[config.mk]
export PLATFORM = sky130hd
export DESIGN_NAME = rx_descriptor_reassembly_flat
export DESIGN_NICKNAME = d
export VERILOG_FILES = /design/src/hdl/rxdr_pkg.sv /design/src/hdl/rxdr_if.sv /design/src/hdl/rxdr_cfg_regs.sv /design/src/hdl/rxdr_engine.sv /design/src/hdl/rx_descriptor_reassembly.sv /design/src/flat_wrapper.sv
export SDC_FILE = /design/constraint.sdc
export NUM_CORES = 1
export LEC_CHECK = 0
export BUFFER_PORTS_ARGS = -buffer_cell sky130_fd_sc_hd__buf_2
export CAP_MARGIN = 0
export CORE_ASPECT_RATIO = 1.1
export CORE_MARGIN = 4
export CORE_UTILIZATION = 58
export CTS_CLUSTER_SIZE = 30
export DETAILED_ROUTE_END_ITERATION = 16
export PLACE_DENSITY = 0.81
export SKIP_LAST_GASP = 1
export SYNTH_ARGS = -nofsm -noshare
export SYNTH_HDL_FRONTEND = slang
export SYNTH_SLANG_ARGS = --single-unit
[constraint.sdc]
create_clock -name clk -period 6.5 [get_ports clk]
set_input_delay 1.3 -clock clk [delete_from_list [all_inputs] [get_ports clk]]
set_output_delay 1.3 -clock clk [all_outputs]
set_load 0.01 [all_outputs]
[src/hdl/rxdr_pkg.sv]
package rxdr_pkg;

  // Bit that flags a receive error in the status word.
  localparam int ERROR_BIT = 21;
  // Largest ring the position counter supports.
  localparam int MAX_RING  = 4096;

  localparam int CFG_INDEX_W = 3;
  localparam int CFG_DATA_W  = 16;

  localparam logic [19:0] LEN_MAX   = 20'hFFFFF;
  localparam logic [7:0]  SEG_MAX   = 8'hFF;
  localparam logic [13:0] CRC_BYTES = 14'd4;

  localparam logic [13:0] BUFFER_SIZE_RESET    = 14'd2048;
  localparam logic [12:0] RING_ENTRIES_RESET   = 13'd256;
  localparam logic [15:0] FREE_THRESHOLD_RESET = 16'd32;

  typedef enum logic [CFG_INDEX_W-1:0] {
    CFG_CHECKSUM_OFFLOAD = 3'd0,
    CFG_SCATTER_MODE     = 3'd1,
    CFG_BUFFER_SIZE      = 3'd2,
    CFG_RING_ENTRIES     = 3'd3,
    CFG_FREE_THRESHOLD   = 3'd4
  } cfg_reg_t;

  typedef enum logic [1:0] {
    OUTCOME_OWNED    = 2'd0,
    OUTCOME_ERROR    = 2'd1,
    OUTCOME_FRAGMENT = 2'd2,
    OUTCOME_COMPLETE = 2'd3
  } outcome_t;

  typedef struct packed {
    logic        checksum_offload;
    logic        scatter_mode;
    logic [13:0] buffer_size;
    logic [12:0] ring_entries;
    logic [15:0] free_threshold;
  } cfg_t;

  typedef struct packed {
    outcome_t    outcome;
    logic [11:0] descriptor_index;
    logic [31:0] rearm_word;
    logic [19:0] packet_length;
    logic [7:0]  segment_total;
    logic [13:0] last_segment_length;
    logic        vlan_present;
    logic [15:0] vlan_tag;
    logic        ip_checksum_good;
    logic        l4_checksum_good;
    logic        clear_interrupt;
  } result_t;

endpackage

[src/hdl/rxdr_if.sv]
interface rxdr_desc_if;
  logic        valid;
  logic        ready;
  logic [31:0] status_word;
  logic [31:0] extra_word;

  modport source (output valid, output status_word, output extra_word, input ready);
  modport sink (input valid, input status_word, input extra_word, output ready);
endinterface

interface rxdr_result_if;
  logic        valid;
  logic        ready;
  logic [1:0]  outcome;
  logic [11:0] descriptor_index;
  logic [31:0] rearm_word;
  logic [19:0] packet_length;
  logic [7:0]  segment_total;
  logic [13:0] last_segment_length;
  logic        vlan_present;
  logic [15:0] vlan_tag;
  logic        ip_checksum_good;
  logic        l4_checksum_good;
  logic        clear_interrupt;

  modport source (
    output valid, output outcome, output descriptor_index, output rearm_word,
    output packet_length, output segment_total, output last_segment_length,
    output vlan_present, output vlan_tag, output ip_checksum_good,
    output l4_checksum_good, output clear_interrupt, input ready
  );
  modport sink (
    input valid, input outcome, input descriptor_index, input rearm_word,
    input packet_length, input segment_total, input last_segment_length,
    input vlan_present, input vlan_tag, input ip_checksum_good,
    input l4_checksum_good, input clear_interrupt, output ready
  );
endinterface

[src/hdl/rxdr_cfg_regs.sv]
module rxdr_cfg_regs (
  input  logic                               clk,
  input  logic                               rst,
  input  logic                               cfg_write,
  input  logic [rxdr_pkg::CFG_INDEX_W-1:0]   cfg_index,
  input  logic [rxdr_pkg::CFG_DATA_W-1:0]    cfg_data,
  output rxdr_pkg::cfg_t                     cfg
);

  always_ff @(posedge clk) begin
    if (rst) begin
      cfg.checksum_offload <= 1'b0;
      cfg.scatter_mode     <= 1'b0;
      cfg.buffer_size      <= rxdr_pkg::BUFFER_SIZE_RESET;
      cfg.ring_entries     <= rxdr_pkg::RING_ENTRIES_RESET;
      cfg.free_threshold   <= rxdr_pkg::FREE_THRESHOLD_RESET;
    end else if (cfg_write) begin
      case (cfg_index)
        rxdr_pkg::CFG_CHECKSUM_OFFLOAD: cfg.checksum_offload <= cfg_data[0];
        rxdr_pkg::CFG_SCATTER_MODE:     cfg.scatter_mode     <= cfg_data[0];
        rxdr_pkg::CFG_BUFFER_SIZE:      cfg.buffer_size      <= cfg_data[13:0];
        rxdr_pkg::CFG_RING_ENTRIES:     cfg.ring_entries     <= cfg_data[12:0];
        rxdr_pkg::CFG_FREE_THRESHOLD:   cfg.free_threshold   <= cfg_data[15:0];
        default: ;
      endcase
    end
  end

endmodule

[src/hdl/rxdr_engine.sv]
module rxdr_engine (
  input  logic              clk,
  input  logic              rst,
  input  rxdr_pkg::cfg_t    cfg,
  input  logic              fire,
  input  logic [31:0]       status_word,
  input  logic [31:0]       extra_word,
  output rxdr_pkg::result_t res
);

  logic        in_packet;
  logic [19:0] accumulated_length;
  logic [7:0]  segment_count;
  logic [13:0] previous_segment_length;
  logic [11:0] ring_position;
  logic [15:0] hold_count;

  logic        in_packet_next;
  logic [19:0] accumulated_length_next;
  logic [7:0]  segment_count_next;
  logic [13:0] previous_segment_length_next;
  logic [11:0] ring_position_next;
  logic [15:0] hold_count_next;

  logic        owned, errored, last_frag, complete;
  logic [13:0] dlen, cut;
  logic [16:0] ring_limit, pos_inc;
  logic [15:0] hold_inc;
  logic [20:0] acc_sum;
  logic [19:0] acc_new;
  logic [7:0]  seg_new;

  assign owned     = status_word[31];
  assign errored   = status_word[rxdr_pkg::ERROR_BIT];
  assign last_frag = status_word[28];
  assign dlen      = status_word[13:0];
  assign cut       = rxdr_pkg::CRC_BYTES - dlen;

  // Ring wrap: out-of-range ring sizes behave as the largest ring.
  always_comb begin
    if (cfg.ring_entries == 13'd0 || 17'(cfg.ring_entries) > 17'(rxdr_pkg::MAX_RING)) begin
      ring_limit = 17'(rxdr_pkg::MAX_RING);
    end else begin
      ring_limit = 17'(cfg.ring_entries);
    end
    pos_inc = 17'(ring_position) + 17'd1;
  end

  assign hold_inc = (hold_count != 16'hFFFF) ? hold_count + 16'd1 : hold_count;

  // Chain accumulation for scatter mode, saturating.
  always_comb begin
    acc_sum = 21'(accumulated_length) + 21'(dlen);
    if (!in_packet) begin
      acc_new = 20'(dlen);
      seg_new = 8'd1;
    end else begin
      acc_new = acc_sum[20] ? rxdr_pkg::LEN_MAX : acc_sum[19:0];
      seg_new = (segment_count != rxdr_pkg::SEG_MAX) ? segment_count + 8'd1 : segment_count;
    end
  end

  always_comb begin
    in_packet_next               = in_packet;
    accumulated_length_next      = accumulated_length;
    segment_count_next           = segment_count;
    previous_segment_length_next = previous_segment_length;
    ring_position_next           = ring_position;
    hold_count_next              = hold_count;
    complete                     = 1'b0;

    res                  = '0;
    res.outcome          = rxdr_pkg::OUTCOME_OWNED;
    res.descriptor_index = ring_position;

    if (!owned) begin
      res.rearm_word     = {1'b1, status_word[30], 16'd0, cfg.buffer_size};
      ring_position_next = (pos_inc >= ring_limit) ? 12'd0 : pos_inc[11:0];
      hold_count_next    = hold_inc;
      if (errored) begin
        res.outcome = rxdr_pkg::OUTCOME_ERROR;
      end else if (!cfg.scatter_mode) begin
        res.packet_length       = (dlen > rxdr_pkg::CRC_BYTES) ?
                                  20'(dlen - rxdr_pkg::CRC_BYTES) : 20'd0;
        res.segment_total       = 8'd1;
        res.last_segment_length = res.packet_length[13:0];
        complete                = 1'b1;
      end else if (!last_frag) begin
        in_packet_next               = 1'b1;
        accumulated_length_next      = acc_new;
        segment_count_next           = seg_new;
        previous_segment_length_next = dlen;
        res.outcome                  = rxdr_pkg::OUTCOME_FRAGMENT;
      end else begin
        if (acc_new == rxdr_pkg::LEN_MAX) begin
          res.packet_length = rxdr_pkg::LEN_MAX;
        end else if (acc_new > 20'(rxdr_pkg::CRC_BYTES)) begin
          res.packet_length = acc_new - 20'(rxdr_pkg::CRC_BYTES);
        end else begin
          res.packet_length = 20'd0;
        end
        res.segment_total = seg_new;
        if (dlen <= rxdr_pkg::CRC_BYTES) begin
          // The last fragment holds only CRC bytes: drop it and trim the one before.
          if (seg_new <= 8'd1) begin
            res.segment_total       = 8'd0;
            res.packet_length       = 20'd0;
            res.last_segment_length = 14'd0;
          end else begin
            if (seg_new != rxdr_pkg::SEG_MAX) begin
              res.segment_total = seg_new - 8'd1;
            end
            res.last_segment_length = (previous_segment_length > cut) ?
                                      previous_segment_length - cut : 14'd0;
          end
        end else begin
          res.last_segment_length = dlen - rxdr_pkg::CRC_BYTES;
        end
        in_packet_next          = 1'b0;
        accumulated_length_next = 20'd0;
        segment_count_next      = 8'd0;
        complete                = 1'b1;
      end
    end

    if (complete) begin
      res.outcome      = rxdr_pkg::OUTCOME_COMPLETE;
      res.vlan_present = extra_word[16];
      res.vlan_tag     = extra_word[16] ? {extra_word[7:0], extra_word[15:8]} : 16'd0;
      if (cfg.checksum_offload) begin
        res.ip_checksum_good = (extra_word[30] && !status_word[16]) || extra_word[31];
        res.l4_checksum_good = res.ip_checksum_good &&
                               ((status_word[17] && !status_word[14]) ||
                                (status_word[18] && !status_word[15]));
      end
    end

    // Threshold check runs on every descriptor, owned ones included.
    if (hold_count_next > cfg.free_threshold) begin
      res.clear_interrupt = 1'b1;
      hold_count_next     = 16'd0;
    end
  end

  always_ff @(posedge clk) begin
    if (rst) begin
      in_packet               <= 1'b0;
      accumulated_length      <= 20'd0;
      segment_count           <= 8'd0;
      previous_segment_length <= 14'd0;
      ring_position           <= 12'd0;
      hold_count              <= 16'd0;
    end else if (fire) begin
      in_packet               <= in_packet_next;
      accumulated_length      <= accumulated_length_next;
      segment_count           <= segment_count_next;
      previous_segment_length <= previous_segment_length_next;
      ring_position           <= ring_position_next;
      hold_count              <= hold_count_next;
    end
  end

endmodule

[src/hdl/rx_descriptor_reassembly.sv]
// Receive descriptor completion processing.
// The desc channel carries one completed receive descriptor per transfer: the
// status word and the extra word. The result channel returns exactly one word
// per descriptor, in order: outcome, ring index, re-arm word, packet totals,
// VLAN and checksum flags, and the clear-interrupt pulse.
// Configuration registers are written through cfg_write, cfg_index and
// cfg_data, one register per cycle. The user must write them only while no
// descriptor is in flight; the block itself does not enforce this.
// A descriptor in the input register is processed by the engine and its result
// registered as the engine consumes it, updating the chain state, ring position
// and hold counter. One descriptor is taken per cycle while results are taken.
// Reset clears the pipeline, the chain state, the ring position and the hold
// counter, and loads the registers with their default values.
// When the receiver stalls, the result stays in the output register and one
// more descriptor can still be taken into the input register; after that the
// desc channel drops ready until the result is taken.
module rx_descriptor_reassembly (
  input  logic                               clk,
  input  logic                               rst,
  rxdr_desc_if.sink                          desc,
  rxdr_result_if.source                      result,
  input  logic                               cfg_write,
  input  logic [rxdr_pkg::CFG_INDEX_W-1:0]   cfg_index,
  input  logic [rxdr_pkg::CFG_DATA_W-1:0]    cfg_data
);

  rxdr_pkg::cfg_t    cfg;
  rxdr_pkg::result_t engine_res;
  rxdr_pkg::result_t res_reg;

  // Input register stage.
  logic        s1_valid;
  logic [31:0] s1_status;
  logic [31:0] s1_extra;
  logic        res_valid;
  logic        advance;

  // The engine consumes the input stage whenever the output register is free
  // or is being emptied in this cycle.
  assign advance    = s1_valid && (!res_valid || result.ready);
  assign desc.ready = !s1_valid || advance;

  rxdr_cfg_regs u_cfg (
    .clk       (clk),
    .rst       (rst),
    .cfg_write (cfg_write),
    .cfg_index (cfg_index),
    .cfg_data  (cfg_data),
    .cfg       (cfg)
  );

  rxdr_engine u_engine (
    .clk         (clk),
    .rst         (rst),
    .cfg         (cfg),
    .fire        (advance),
    .status_word (s1_status),
    .extra_word  (s1_extra),
    .res         (engine_res)
  );

  always_ff @(posedge clk) begin
    if (rst) begin
      s1_valid <= 1'b0;
    end else if (desc.valid && desc.ready) begin
      s1_valid <= 1'b1;
    end else if (advance) begin
      s1_valid <= 1'b0;
    end
  end

  // Payload registers carry no reset.
  always_ff @(posedge clk) begin
    if (desc.valid && desc.ready) begin
      s1_status <= desc.status_word;
      s1_extra  <= desc.extra_word;
    end
  end

  always_ff @(posedge clk) begin
    if (rst) begin
      res_valid <= 1'b0;
    end else if (advance) begin
      res_valid <= 1'b1;
    end else if (result.ready) begin
      res_valid <= 1'b0;
    end
  end

  always_ff @(posedge clk) begin
    if (advance) begin
      res_reg <= engine_res;
    end
  end

  assign result.valid               = res_valid;
  assign result.outcome             = res_reg.outcome;
  assign result.descriptor_index    = res_reg.descriptor_index;
  assign result.rearm_word          = res_reg.rearm_word;
  assign result.packet_length       = res_reg.packet_length;
  assign result.segment_total       = res_reg.segment_total;
  assign result.last_segment_length = res_reg.last_segment_length;
  assign result.vlan_present        = res_reg.vlan_present;
  assign result.vlan_tag            = res_reg.vlan_tag;
  assign result.ip_checksum_good    = res_reg.ip_checksum_good;
  assign result.l4_checksum_good    = res_reg.l4_checksum_good;
  assign result.clear_interrupt     = res_reg.clear_interrupt;

endmodule

[src/flat_wrapper.sv]
// flat-port wrapper written by rule: the top's interface ports become plain ports
module rx_descriptor_reassembly_flat 
  (clk, rst, cfg_write, cfg_index, cfg_data, desc_valid, desc_status_word, desc_extra_word, desc_ready, result_valid, result_outcome, result_descriptor_index, result_rearm_word, result_packet_length, result_segment_total, result_last_segment_length, result_vlan_present, result_vlan_tag, result_ip_checksum_good, result_l4_checksum_good, result_clear_interrupt, result_ready);
  rxdr_desc_if desc_i ();
  rxdr_result_if result_i ();
  input  logic clk;
  input  logic rst;
  input  logic cfg_write;
  input  logic [rxdr_pkg::CFG_INDEX_W-1:0] cfg_index;
  input  logic [rxdr_pkg::CFG_DATA_W-1:0] cfg_data;
  input wire logic [$bits(desc_i.valid)-1:0] desc_valid;
  input wire logic [$bits(desc_i.status_word)-1:0] desc_status_word;
  input wire logic [$bits(desc_i.extra_word)-1:0] desc_extra_word;
  output wire logic [$bits(desc_i.ready)-1:0] desc_ready;
  output wire logic [$bits(result_i.valid)-1:0] result_valid;
  output wire logic [$bits(result_i.outcome)-1:0] result_outcome;
  output wire logic [$bits(result_i.descriptor_index)-1:0] result_descriptor_index;
  output wire logic [$bits(result_i.rearm_word)-1:0] result_rearm_word;
  output wire logic [$bits(result_i.packet_length)-1:0] result_packet_length;
  output wire logic [$bits(result_i.segment_total)-1:0] result_segment_total;
  output wire logic [$bits(result_i.last_segment_length)-1:0] result_last_segment_length;
  output wire logic [$bits(result_i.vlan_present)-1:0] result_vlan_present;
  output wire logic [$bits(result_i.vlan_tag)-1:0] result_vlan_tag;
  output wire logic [$bits(result_i.ip_checksum_good)-1:0] result_ip_checksum_good;
  output wire logic [$bits(result_i.l4_checksum_good)-1:0] result_l4_checksum_good;
  output wire logic [$bits(result_i.clear_interrupt)-1:0] result_clear_interrupt;
  input wire logic [$bits(result_i.ready)-1:0] result_ready;
  assign desc_i.valid = desc_valid;
  assign desc_i.status_word = desc_status_word;
  assign desc_i.extra_word = desc_extra_word;
  assign desc_ready = desc_i.ready;
  assign result_valid = result_i.valid;
  assign result_outcome = result_i.outcome;
  assign result_descriptor_index = result_i.descriptor_index;
  assign result_rearm_word = result_i.rearm_word;
  assign result_packet_length = result_i.packet_length;
  assign result_segment_total = result_i.segment_total;
  assign result_last_segment_length = result_i.last_segment_length;
  assign result_vlan_present = result_i.vlan_present;
  assign result_vlan_tag = result_i.vlan_tag;
  assign result_ip_checksum_good = result_i.ip_checksum_good;
  assign result_l4_checksum_good = result_i.l4_checksum_good;
  assign result_clear_interrupt = result_i.clear_interrupt;
  assign result_i.ready = result_ready;
  rx_descriptor_reassembly u_core (.clk(clk), .rst(rst), .desc(desc_i), .result(result_i), .cfg_write(cfg_write), .cfg_index(cfg_index), .cfg_data(cfg_data));
endmodule
==> results.ini <==
[grt]
grt_max_degree=73
grt_pass1_vias=11280
antenna_found_initial=5
grt_pass1_wl_mm=57.52
gr-total-overflow=0
grt_use_total=0.2694

[die]
start_util=0.5957
die_area_um2=26230
rows=58
core_um2=23080
io_pins=198
fp.dieH_um=169.5
die_w_um=154.8

[logic_synthesis]
yosys.area.top_type=edfxtp_1
ys_warn_count=0
synth.top_cell.area_share=0.2927
synth_ff_type=edfxtp_1
synth_seq_area_share=0.4645
syn_area_um2=13750
synth_cell_types=89
ys_async_sr_fraction=0
post_synth_inst_count=1472
synthTopCellsByArea=edfxtp_1 (29%), dfxtp_1 (17%), ha_1 (6.3%), nand2_1 (5.2%), a21oi_1 (4.9%)
avgSynthCellArea_um2=9.340
synth-seq-cells=252
synth_edf_count=134

[sta]
slew_headroom=0.2133
finalSetupViolCount=0
fmax_ghz=0.2047
fin_crit_ns=4.885
worst_pin_slew_ns=1.180
finalCritPeriodShare=0.7515
fin_skew_ns=0.01342
maxSlewViolCount=0
rsz0062_at_grt=false
final_hold_viol_count=0
tns_ns=0

[clocking]
clk_pin_slew_ns=0.06
cts.sinks=252
cts_hold_buffers=0
clock_latency_ns=0.55
h-tree-depth=1
clockRootBuffer=clkbuf_16
numCtsBuffers=26
cts_resized=0
post_cts_buffers=0
cts_tree=built
clockBufferDepth=3

[routing]
vias_per_cell=6.145
wl_per_cell_um=19.16
finalWirelength_mm=36.82
drc=0
vias=11810
antenna_left=0
firstDrtPassIters=6
drtIter0Drc=1054

[hold_path]
holdCritPathClass=register to register

[setup_path]
critPathCaptureType=register
required_ns=6.76
cp.arrival_ns=5.15
cp_max_fo=17
startpoint_type=register
r2r_slack_ns=1.62
crit_family=compound AO/OA/AOI/OAI gates
cp_slowest_cell=edfxtp_1
path_buf_inv=1
max_stage_delay_ns=0.54
path_cells=ha_1, fa_1, a211oi_2, o21ai_2, a211oi_4, nor2_4, o21ai_0, o21ai_0, inv_1, ha_1, o32ai_1, nor4_2, nand2_1, nand2b_1, o32ai_1
critical_path_class=register to register

[placement]
dp_hpwl_mm=26.41
port-buffer-count=159
routabilityCongestion=0.9777

[flow_run]
drv_cap=0

[layout]
layout_commonest_cell=nand2_1
num-nets-final=1760
layout-area-overhead-vs-synth_pct=12.75
drive_gt1_frac=0.1469
final_cell_mix=nand2_1 (190), buf_2 (158), nor2_1 (143), a21oi_1 (135), edfxtp_1 (134)
fin_util=0.6717

[run_status]
status=complete, no violations

[power]
power_density_nw_per_um2=226.9
ir_worst_vdd_uv=221.4
p_leak_uw=0.005932

## through the flow
step | power (uW) | hold WS (ns) | setup WS, ns | area (um^2) | instances
after floorplan | 1980 | 0.4064 | 1.250 | 13800 | 1487
after global placement | 2076 | 0.4382 | 1.844 | 14670 | 1873
after detailed placement | 2084 | 0.4419 | 1.725 | 14670 | 1873
after CTS | 3539 | 0.4502 | 1.710 | 15500 | 1920
after global routing | 3636 | 0.4821 | 1.232 | 15500 | 1921
final | 3517 | 0.4506 | 1.615 | 15500 | 1921
## sequential cells by signal, indices dropped and copies added, names as in the netlist, 2 cells and up
| register | cells |
|---|---|
| u_core.u_engine.accumulated_length | 20 |
| u_core.result.rearm_word | 16 |
| u_core.result.vlan_tag | 16 |
| u_core.result.descriptor_index | 12 |
| u_core.u_cfg.cfg | 45 |
| u_core.u_engine.previous_segment_length | 14 |
| u_core.result.packet_length | 20 |
| u_core.u_engine.hold_count | 16 |
| u_core.result.segment_total | 8 |
| u_core.u_engine.segment_count | 8 |
| u_core.u_engine.ring_position | 12 |
| u_core.result.outcome | 2 |
| u_core.result.last_segment_length | 14 |
| u_core.s1_extra | 19 |
| u_core.s1_status | 23 |
## cells by family after synthesis
logic type      share of synthesized area
xor+xnor                          0.05033
buf+inv                           0.04232
simple gates                       0.2129
compound gates                     0.1558
other cells                     0.0002728
fa+ha+maj                         0.06571
mux                              0.008191
flops                              0.4645
## Yosys cell counts (12+ instances only)
cell,number
nand3_1,47
edfxtp_1,134
buf_4,18
nor3_1,36
o21ai_0,31
ha_1,69
a21oi_1,135
a21o_1,15
and3_1,36
clkbuf_1,57
nor2_1,144
dfxtp_1,118
xor2_1,31
or3_1,12
a22oi_1,34
xnor2_1,48
inv_1,50
nor4_1,14
nand4_1,13
nor2b_1,28
nand2b_1,25
nand2_1,190
## area by class of cell
type	instances	area, um^2
clock inverters	8	100.1
multi-input cells	1103	6855
fillers	1847	7576
diodes	1	2.502
repair buffers	167	858.3
well taps	300	375.4
inverters	51	193.9
clock buffers	39	729.5
flip-flops and latches	252	6386
## routing by layer
layer | GRT usage | share of wire
met5 | 0 | 0.0011
met4 | 0.1014 | 0.036
met3 | 0.04616 | 0.076
met2 | 0.4867 | 0.51
met1 | 0.3217 | 0.38
## worst register-to-register path, stage by stage, from the launching register on
cell and delay (ns):
edfxtp_1 0.54, ha_1 0.29, fa_1 0.44, a211oi_2 0.41, o21ai_2 0.19, a211oi_4 0.50
nor2_4 0.14, o21ai_0 0.18, o21ai_0 0.28, inv_1 0.13, ha_1 0.24, o32ai_1 0.14
nor4_2 0.37, nand2_1 0.10, nand2b_1 0.50, o32ai_1 0.17
## power breakdown
group	total (uW)	internal (uW)	switching [uW]	leakage (uW)
logic	289	104	185	0.00332
clock network	1460	852	608	0.000398
registers	1770	1730	36.2	0.00222
## final timing paths
path / start / cells after the start / to
worst min register to register: u_core.u_cfg.cfg[32] / 2 / u_core.u_cfg.cfg[32]
worst min-delay path: u_core.u_cfg.cfg[32] / 2 / u_core.u_cfg.cfg[32]
worst max-delay path: u_core.s1_status[0] / 15 / u_core.result.packet_length[11]
worst max register to register: u_core.s1_status[0] / 15 / u_core.result.packet_length[11]
Note: power is estimated with default switching activity, not from simulation.
